### config.mk
export PLATFORM = sky130hd
export DESIGN_NAME = pwdm_div
export DESIGN_NICKNAME = d
export VERILOG_FILES = /design/src/rtl/pwdm_pkg.sv /design/src/rtl/pwdm_div.sv
export SDC_FILE = /design/constraint.sdc
export NUM_CORES = 1
export LEC_CHECK = 0
export BUFFER_PORTS_ARGS = -buffer_cell sky130_fd_sc_hd__buf_2
export CORE_ASPECT_RATIO = 2
export CORE_UTILIZATION = 59
export CTS_CLUSTER_SIZE = 28
export DETAILED_ROUTE_END_ITERATION = 8
export PLACE_DENSITY = 0.88
export SLEW_MARGIN = 5
export SYNTH_ARGS = -nofsm -noshare
export SYNTH_HDL_FRONTEND = slang
export SYNTH_SLANG_ARGS = --single-unit
### constraint.sdc
create_clock -name clk_i -period 4.6 [get_ports clk_i]
set_clock_uncertainty 0.15 [all_clocks]
set_input_delay 0 -clock clk_i [delete_from_list [all_inputs] [get_ports clk_i]]
set_output_delay 0 -clock clk_i [all_outputs]
set_load 0.005 [all_outputs]
### src/rtl/pwdm_pkg.sv
package pwdm_pkg;

  localparam int ANGLE_STEPS_DEF = 360;
  localparam int WINDOW_HALF_DEF = 2;
  localparam int DEG_FULL = 360;
  localparam int DEG_QUARTER = 90;
  localparam int DEG_HALF = 180;
  localparam int DEG_W = 9;
  localparam int POS_W = 13;
  localparam int DIST_W = 16;
  localparam int OUT_W = 13;
  localparam int CAP_Q4 = 6400;
  localparam int MAP_MAX = 65535;
  localparam int NUM_W = 28;
  localparam int DEN_W = 16;
  localparam int QUO_W = 29;
  localparam int SHIFT_Q14 = 14;

  typedef enum logic {
    CFG_WIDTH  = 1'b0,
    CFG_LENGTH = 1'b1
  } cfg_idx_e;

  typedef enum logic [3:0] {
    ST_CLEAR,
    ST_IDLE,
    ST_RAY,
    ST_DIV,
    ST_WAIT,
    ST_STORE,
    ST_QDIV,
    ST_QADDR,
    ST_QCMP
  } state_e;

  localparam logic [14:0] SIN_ROM [0:90] = '{
    15'd0, 15'd286, 15'd572, 15'd857, 15'd1143, 15'd1428, 15'd1713, 15'd1997,
    15'd2280, 15'd2563, 15'd2845, 15'd3126, 15'd3406, 15'd3686, 15'd3964,
    15'd4240, 15'd4516, 15'd4790, 15'd5063, 15'd5334, 15'd5604, 15'd5872,
    15'd6138, 15'd6402, 15'd6664, 15'd6924, 15'd7182, 15'd7438, 15'd7692,
    15'd7943, 15'd8192, 15'd8438, 15'd8682, 15'd8923, 15'd9162, 15'd9397,
    15'd9630, 15'd9860, 15'd10087, 15'd10311, 15'd10531, 15'd10749, 15'd10963,
    15'd11174, 15'd11381, 15'd11585, 15'd11786, 15'd11982, 15'd12176,
    15'd12365, 15'd12551, 15'd12733, 15'd12911, 15'd13085, 15'd13255,
    15'd13421, 15'd13583, 15'd13741, 15'd13894, 15'd14044, 15'd14189,
    15'd14330, 15'd14466, 15'd14598, 15'd14726, 15'd14849, 15'd14968,
    15'd15082, 15'd15191, 15'd15296, 15'd15396, 15'd15491, 15'd15582,
    15'd15668, 15'd15749, 15'd15826, 15'd15897, 15'd15964, 15'd16026,
    15'd16083, 15'd16135, 15'd16182, 15'd16225, 15'd16262, 15'd16294,
    15'd16322, 15'd16344, 15'd16362, 15'd16374, 15'd16382, 15'd16384
  };

  // Angle is in 0..359.
  function automatic logic signed [DEN_W-1:0] sin_q14(input logic [DEG_W-1:0] deg);
    logic [14:0] mag;
    logic        neg;
    begin
      neg = 1'b0;
      if (deg <= DEG_W'(DEG_QUARTER)) begin
        mag = SIN_ROM[7'(deg)];
      end else if (deg <= DEG_W'(DEG_HALF)) begin
        mag = SIN_ROM[7'(DEG_W'(DEG_HALF) - deg)];
      end else if (deg <= DEG_W'(DEG_HALF + DEG_QUARTER)) begin
        mag = SIN_ROM[7'(deg - DEG_W'(DEG_HALF))];
        neg = 1'b1;
      end else begin
        mag = SIN_ROM[7'(DEG_W'(DEG_FULL) - deg)];
        neg = 1'b1;
      end
      sin_q14 = neg ? -$signed({1'b0, mag}) : $signed({1'b0, mag});
    end
  endfunction

  function automatic logic signed [QUO_W-1:0] choose(input logic signed [QUO_W-1:0] a,
                                                     input logic signed [QUO_W-1:0] b);
    begin
      if (a < 0 || (b >= 0 && b < a)) choose = b;
      else choose = a;
    end
  endfunction

endpackage

### src/rtl/pwdm_div.sv
module pwdm_div (
  input  logic                                 clk_i,
  input  logic                                 rst_ni,
  input  logic                                 start_i,
  input  logic signed [pwdm_pkg::NUM_W-1:0]    num_i,
  input  logic signed [pwdm_pkg::DEN_W-1:0]    den_i,
  output logic                                 done_o,
  output logic signed [pwdm_pkg::QUO_W-1:0]    quo_o
);
  import pwdm_pkg::*;

  localparam int MW = NUM_W - 1;
  localparam int DM = DEN_W - 1;
  localparam int CW = $clog2(MW + 1);

  logic          run_q, run_d;
  logic [CW-1:0] cnt_q, cnt_d;
  logic [MW-1:0] quo_q, quo_d;
  logic [DM-1:0] rem_q, rem_d;
  logic [DM-1:0] dmag_q, dmag_d;
  logic          neg_q, neg_d;
  logic          done_d;
  logic signed [QUO_W-1:0] res_d;
  logic signed [NUM_W-1:0] nabs;
  logic signed [DEN_W-1:0] dabs;
  logic [DM:0]   rsh;
  logic [DM+1:0] trial;

  assign nabs = num_i[NUM_W-1] ? -num_i : num_i;
  assign dabs = den_i[DEN_W-1] ? -den_i : den_i;
  assign rsh = {rem_q, quo_q[MW-1]};
  assign trial = {1'b0, rsh} - {2'b00, dmag_q};

  always_comb begin
    run_d = run_q;
    cnt_d = cnt_q;
    quo_d = quo_q;
    rem_d = rem_q;
    dmag_d = dmag_q;
    neg_d = neg_q;
    done_d = 1'b0;
    res_d = quo_o;
    if (start_i) begin
      run_d = 1'b1;
      cnt_d = '0;
      quo_d = nabs[MW-1:0];
      rem_d = '0;
      dmag_d = dabs[DM-1:0];
      neg_d = num_i[NUM_W-1] ^ den_i[DEN_W-1];
    end else if (run_q) begin
      if (cnt_q == CW'(MW)) begin
        run_d = 1'b0;
        done_d = 1'b1;
        if (neg_q) begin
          res_d = (rem_q != '0) ? -$signed({2'b00, quo_q}) - QUO_W'(1)
                                : -$signed({2'b00, quo_q});
        end else begin
          res_d = $signed({2'b00, quo_q});
        end
      end else begin
        cnt_d = cnt_q + CW'(1);
        if (!trial[DM+1]) begin
          rem_d = trial[DM-1:0];
          quo_d = {quo_q[MW-2:0], 1'b1};
        end else begin
          rem_d = rsh[DM-1:0];
          quo_d = {quo_q[MW-2:0], 1'b0};
        end
      end
    end
  end

  always_ff @(posedge clk_i or negedge rst_ni) begin
    if (!rst_ni) begin
      run_q <= 1'b0;
      cnt_q <= '0;
      done_o <= 1'b0;
    end else begin
      run_q <= run_d;
      cnt_q <= cnt_d;
      done_o <= done_d;
    end
  end

  always_ff @(posedge clk_i) begin
    quo_q <= quo_d;
    rem_q <= rem_d;
    dmag_q <= dmag_d;
    neg_q <= neg_d;
    quo_o <= res_d;
  end

endmodule

# Yosys cells after proc, flatten, opt, wreduce, memory -nomap -nowiden
# Index checks and enable logic that the tools add are counted.
[totals]
register_bits = 94
out_inout_bits = 30
[classes]
addsub = 6
eq_ne = 2
mux = 18
bitwise_logic = 3
n_reduce_logical = 5
[op_table]
columns = ["op", "n"]
rows = [
  ["$mux W27", 5],
  ["$mux W15", 2],
  ["$mux W29", 1],
  ["$neg A27 Y29", 1],
  ["$sub A29 B2 Y29 const B", 1],
  ["$neg A27 Y27", 1],
  ["$sub A16 B15 Y17", 1],
  ["$mux W5", 3],
  ["$neg A15 Y15", 1],
  ["$reduce_bool A15 Y1", 1],
  ["$mux W1", 7],
  ["$add A5 B1 Y5 const B", 1],
  ["$eq A5 B5 Y1 const B", 1],
  ["$reduce_and A2 Y1", 2],
  ["$reduce_and A3 Y1", 1],
  ["$ne A2 B2 Y1 const B", 1],
  ["$not A1 Y1", 2],
  ["$reduce_bool A2 Y1", 1],
  ["$xor A1 B1 Y1", 1],
]

# Longest topological paths before layout
[depth]
depth_word = 5
ltp_mapped = 12
depth_no_buf = 11

# Least setup slack after synthesis
# Ideal clock, no wire load.
[synth_path]
kind = "reg-to-reg"
start = "reg cnt_q[0]"
end = "reg quo_o[0] in the netlist's numbering (enable)"
t_arrival_ps = 2986
setup_slack_ps = 1007
stages_incl_launch_ff = 4
n_path_buf = 0
period_less_slack_ps = 3593
path_cell_list = "dfrtp_1 > ha_1 > nand4b_1 > nor3b_1"
[synth_between]
elab_chain_cells = 2
[synth_rtl]
columns = ["item", "line", "rtl"]
rows = [
  ["from (decl)", "pwdm_div.sv:17", "logic [CW-1:0] cnt_q, cnt_d;"],
  ["from (signal assigned)", "pwdm_div.sv:80", "cnt_q <= cnt_d;"],
  ["$eq A5 B5 Y1", "pwdm_div.sv:51", "if (cnt_q == CW'(MW)) begin"],
  ["$reduce_and A3 Y1 (no source line)", "-", ""],
  ["to (signal assigned)", "pwdm_div.sv:90", "quo_o <= res_d;"],
  ["to (decl)", "pwdm_div.sv:8", "output logic signed [pwdm_pkg::QUO_W-1:0] quo_o"],
]
# Every way passes these cells.
# A chain may end at the register's enable or synchronous reset.

# Final worst setup path
[layout_path]
start = "reg quo_q[0]"
end = "reg quo_o[26] in the netlist's numbering, data pin"
[layout_between]
elab_chain_cells = 4
[layout_rtl]
columns = ["item", "line", "rtl"]
rows = [
  ["from (decl)", "pwdm_div.sv:18", "logic [MW-1:0] quo_q, quo_d;"],
  ["from (signal assigned)", "pwdm_div.sv:86", "quo_q <= quo_d;"],
  ["$neg A27 Y29 (*)", "pwdm_div.sv:55, pwdm_div.sv:56", ""],
  ["$sub A29 B2 Y29", "pwdm_div.sv:55", "res_d = (rem_q != '0) ? -$signed({2'b00, quo_q}) - QUO_W'(1)"],
  ["$mux W29 (*)", "pwdm_div.sv:55", ""],
  ["$mux W27 (*)", "pwdm_div.sv:54", "if (neg_q) begin"],
]
# Mark *: on every way between the ends. The rest lies on a longest branch, timed or not.

==> results by group <==
Min path
  • Hold WC Path Type: primary input to flop
  • Number of cells on the worst hold path: 3

Worst setup path
  • CP Class: flop to flop
  • Critical path depth in cells: 10
  • Critical path required time: 4.56 ns
  • Crit end category: flop
  • CP max stage delay: 0.50 ns
  • CP Buf/Inv Count: 1
  • CP Data Arrival Time: 3.72 ns
  • Crit Path Max Fanout: 9
  • Worst path cell trace: inv_1, ha_1, or4b_4, or3_1, nor4b_1, o32a_2, nand3_1, nor4_1, mux2i_1, xnor2_1
  • Critical Path Start Type: flop
  • CP max-delay cell: or4b_4
  • R2R depth: 10
  • Delay-heaviest family, CP: simple AND/OR/NAND/NOR gates

STA
  • Max Fclk: 266 MHz
  • Minimum clock period: 3.76 ns
  • Final Max Slew Viols: 0
  • Max-Slew Margin vs Limit: 55.2%
  • Post-Route Setup TNS: 0 ns
  • Tightest Pin Transition: 0.662 ns
  • Hold Slack: 0.000633 ns
  • Final setup viols: 0
  • Fin crit share: 81.7%
  • Final hold vios: 0
  • RSZ-0062 raised after global routing: no

Global route
  • Grt peak-use layer: met2
  • Pin count of the biggest net entering global routing: 58
  • GR Layer Usage met2: 58.2%
  • Initial antenna violation count: 0
  • First-pass GRT wire length: 27400 um
  • Routing usage on met3: 4.00%
  • Total GRT Usage: 30.7%
  • Vias in the first global route: 5922
  • Met1 global-route usage: 30.3%
  • GR Overflow Total: 0

CTS
  • Root Driver: clkbuf_16
  • CTS Sinks: 94
  • Max H-tree Level: 3
  • Clock latency on the worst-skew pair: 0.35 ns
  • TritonCTS Buffers: 9
  • Clk slew on worst S/H paths: 0.07 ns
  • CTS Buffer Depth: 2
  • TritonCTS clock tree: done

Cells and area
  • Ratio of cells with drive above 1 in the final layout: 14.9%
  • Fill cell count: 745
  • Design area: 7740 um2
  • ANT cells: 0
  • Layout area overhead: 19.5%
  • Final-stage net count: 880

Logic synthesis
  • Avg Inst Size Synth: 9.23 um2
  • Synth Flop Type: edfxtp_1
  • Number of synthesized flops with an enable pin: 72
  • Cell variety after synth: 71
  • Post-synth top cells: edfxtp_1 (72), nor2_1 (57), nand2_1 (56)
  • Syn. warnings: 0
  • Synth async-reset ratio: 7.45%
  • Leading area contributor after synthesis: edfxtp_1
  • Post-Synthesis Cell Area: 6470 um2
  • Most numerous cell in the Yosys netlist: edfxtp_1
  • Synthesized flop and latch total: 94
  • Area share of the largest cell type after synthesis: 33.4%
  • Seq/Total Area, Yosys: 40.8%
  • Main area contributors after synthesis: edfxtp_1 (33%), xnor2_1 (6.8%), dfxtp_1 (4.6%), xor2_1 (4.6%), o21ai_0 (3.9%)
  • Syn nets: 768
  • Synth Instances: 701

Floorplan
  • Die Width: 76.1 um
  • Die area: 11400 um2
  • Starting density of the core: 61.0%
  • Core Box Area: 10600 um2
  • Die Y: 150 um
  • IO Pins: 77
  • Row count: 53

Run status
  • Status: complete, no violations

Power and ir drop
  • Power per cell area: 294 nW/um2
  • VDD IR max: 240 uV
  • Pleak: 2.93 nW

Routing
  • DR vias/cell: 6.22
  • Number of DRC markers in iteration 0: 448
  • DRC: 0
  • Routed len/inst: 17.6 um
  • Remaining antenna violation count: 0
  • 1st-pass router iterations: 5
  • Vias: 5942
  • WL final: 16800 um

Placed design
  • Cell Area, Placed: 6970 um2
  • Gpl congestion: 0.960
  • Hpwl dp: 11800 um
  • Port Buffers: 76

Flow run
  • Max-Cap Viols: 0
-- stage by stage --
step           std cells  utilization, %  power, mW  worst slack (ns)
6_report             955            72.9       2.27             0.840
5_1_grt              955            72.9       2.36             0.561
4_1_cts              955            72.9       2.26             0.883
3_5_place_dp         891            65.7       1.50             0.891
3_3_place_gp         891            65.7       1.49              1.00
2_1_floorplan        701               -       1.38              1.01
-- power breakdown --
part           internal, mW  leakage, nW  switching, mW
Clock                 0.420        0.138          0.314
Sequential            0.993        0.907         0.0817
Combinational         0.218         1.89          0.244
-- tightest hold or removal path, stage by stage --
cell	delay (ns)
buf_2	0.11
xor2_1	0.13
mux2_2	0.15
-- cell usage in the layout, fill, tap and decap left out, drive strengths merged, types with 14 or more instances in the layout --
cell type    instances
o21ai               52
nand2               56
ha                  19
dfxtp               15
dlygate4sd3         48
edfxtp              72
a21oi               44
buf                 86
o31ai               19
nand3               17
nor2                57
xor2                34
inv                 38
nor3                23
mux2i               14
or3                 21
xnor2               50
-- metal layers --
metal  vias to the layer above  share of wire, %
li1                       2806                 -
met1                      2799                35
met2                       256                54
met3                        81               5.0
met4                         0               6.3
met5                         -                 0
-- state kept, by name (all words and copies together), names as in the netlist --
name	flops
cnt_q	5
dmag_q	15
done_o	1
neg_q	1
quo_o	29
quo_q	27
rem_q	15
run_q	1
-- final timing paths --
path                       startpoint         to  slack (ns)
max                          quo_q[0]  quo_o[26]        0.84
min                          num_i[7]   quo_q[7]      0.0006
max reg2reg                  quo_q[0]  quo_o[26]        0.84
min reg2reg                 rem_q[12]  rem_q[12]        0.35
max in group asynchronous      rst_ni   cnt_q[2]        3.59
min in group asynchronous      rst_ni     done_o        0.48
-- timing repair --
action,4_1_cts,5_1_grt
hold buffers,48,0
endpoints found under the hold margin,49,0
gates resized for setup,0,0
buffers inserted,0,0
-- layout make-up --
class                   instances  area, um2  area share, %
clock buffers                  12        236           3.06
clock inverters                 4       47.5          0.615
inverters                      38        143           1.84
multi-input cells             536       3560           46.1
flip-flops and latches         94       2640           34.1
well taps                     137        171           2.22
repair buffers                134        936           12.1
-- cell families after synthesis --
family	after synthesis	synth area share, %
simple gates	242	19.8
compound gates	170	16.7
flops	94	40.8
xor+xnor	84	11.4
buf+inv	71	4.25
mux	20	3.21
fa+ha+maj	20	3.98
(Power assumes the default switching activity.)
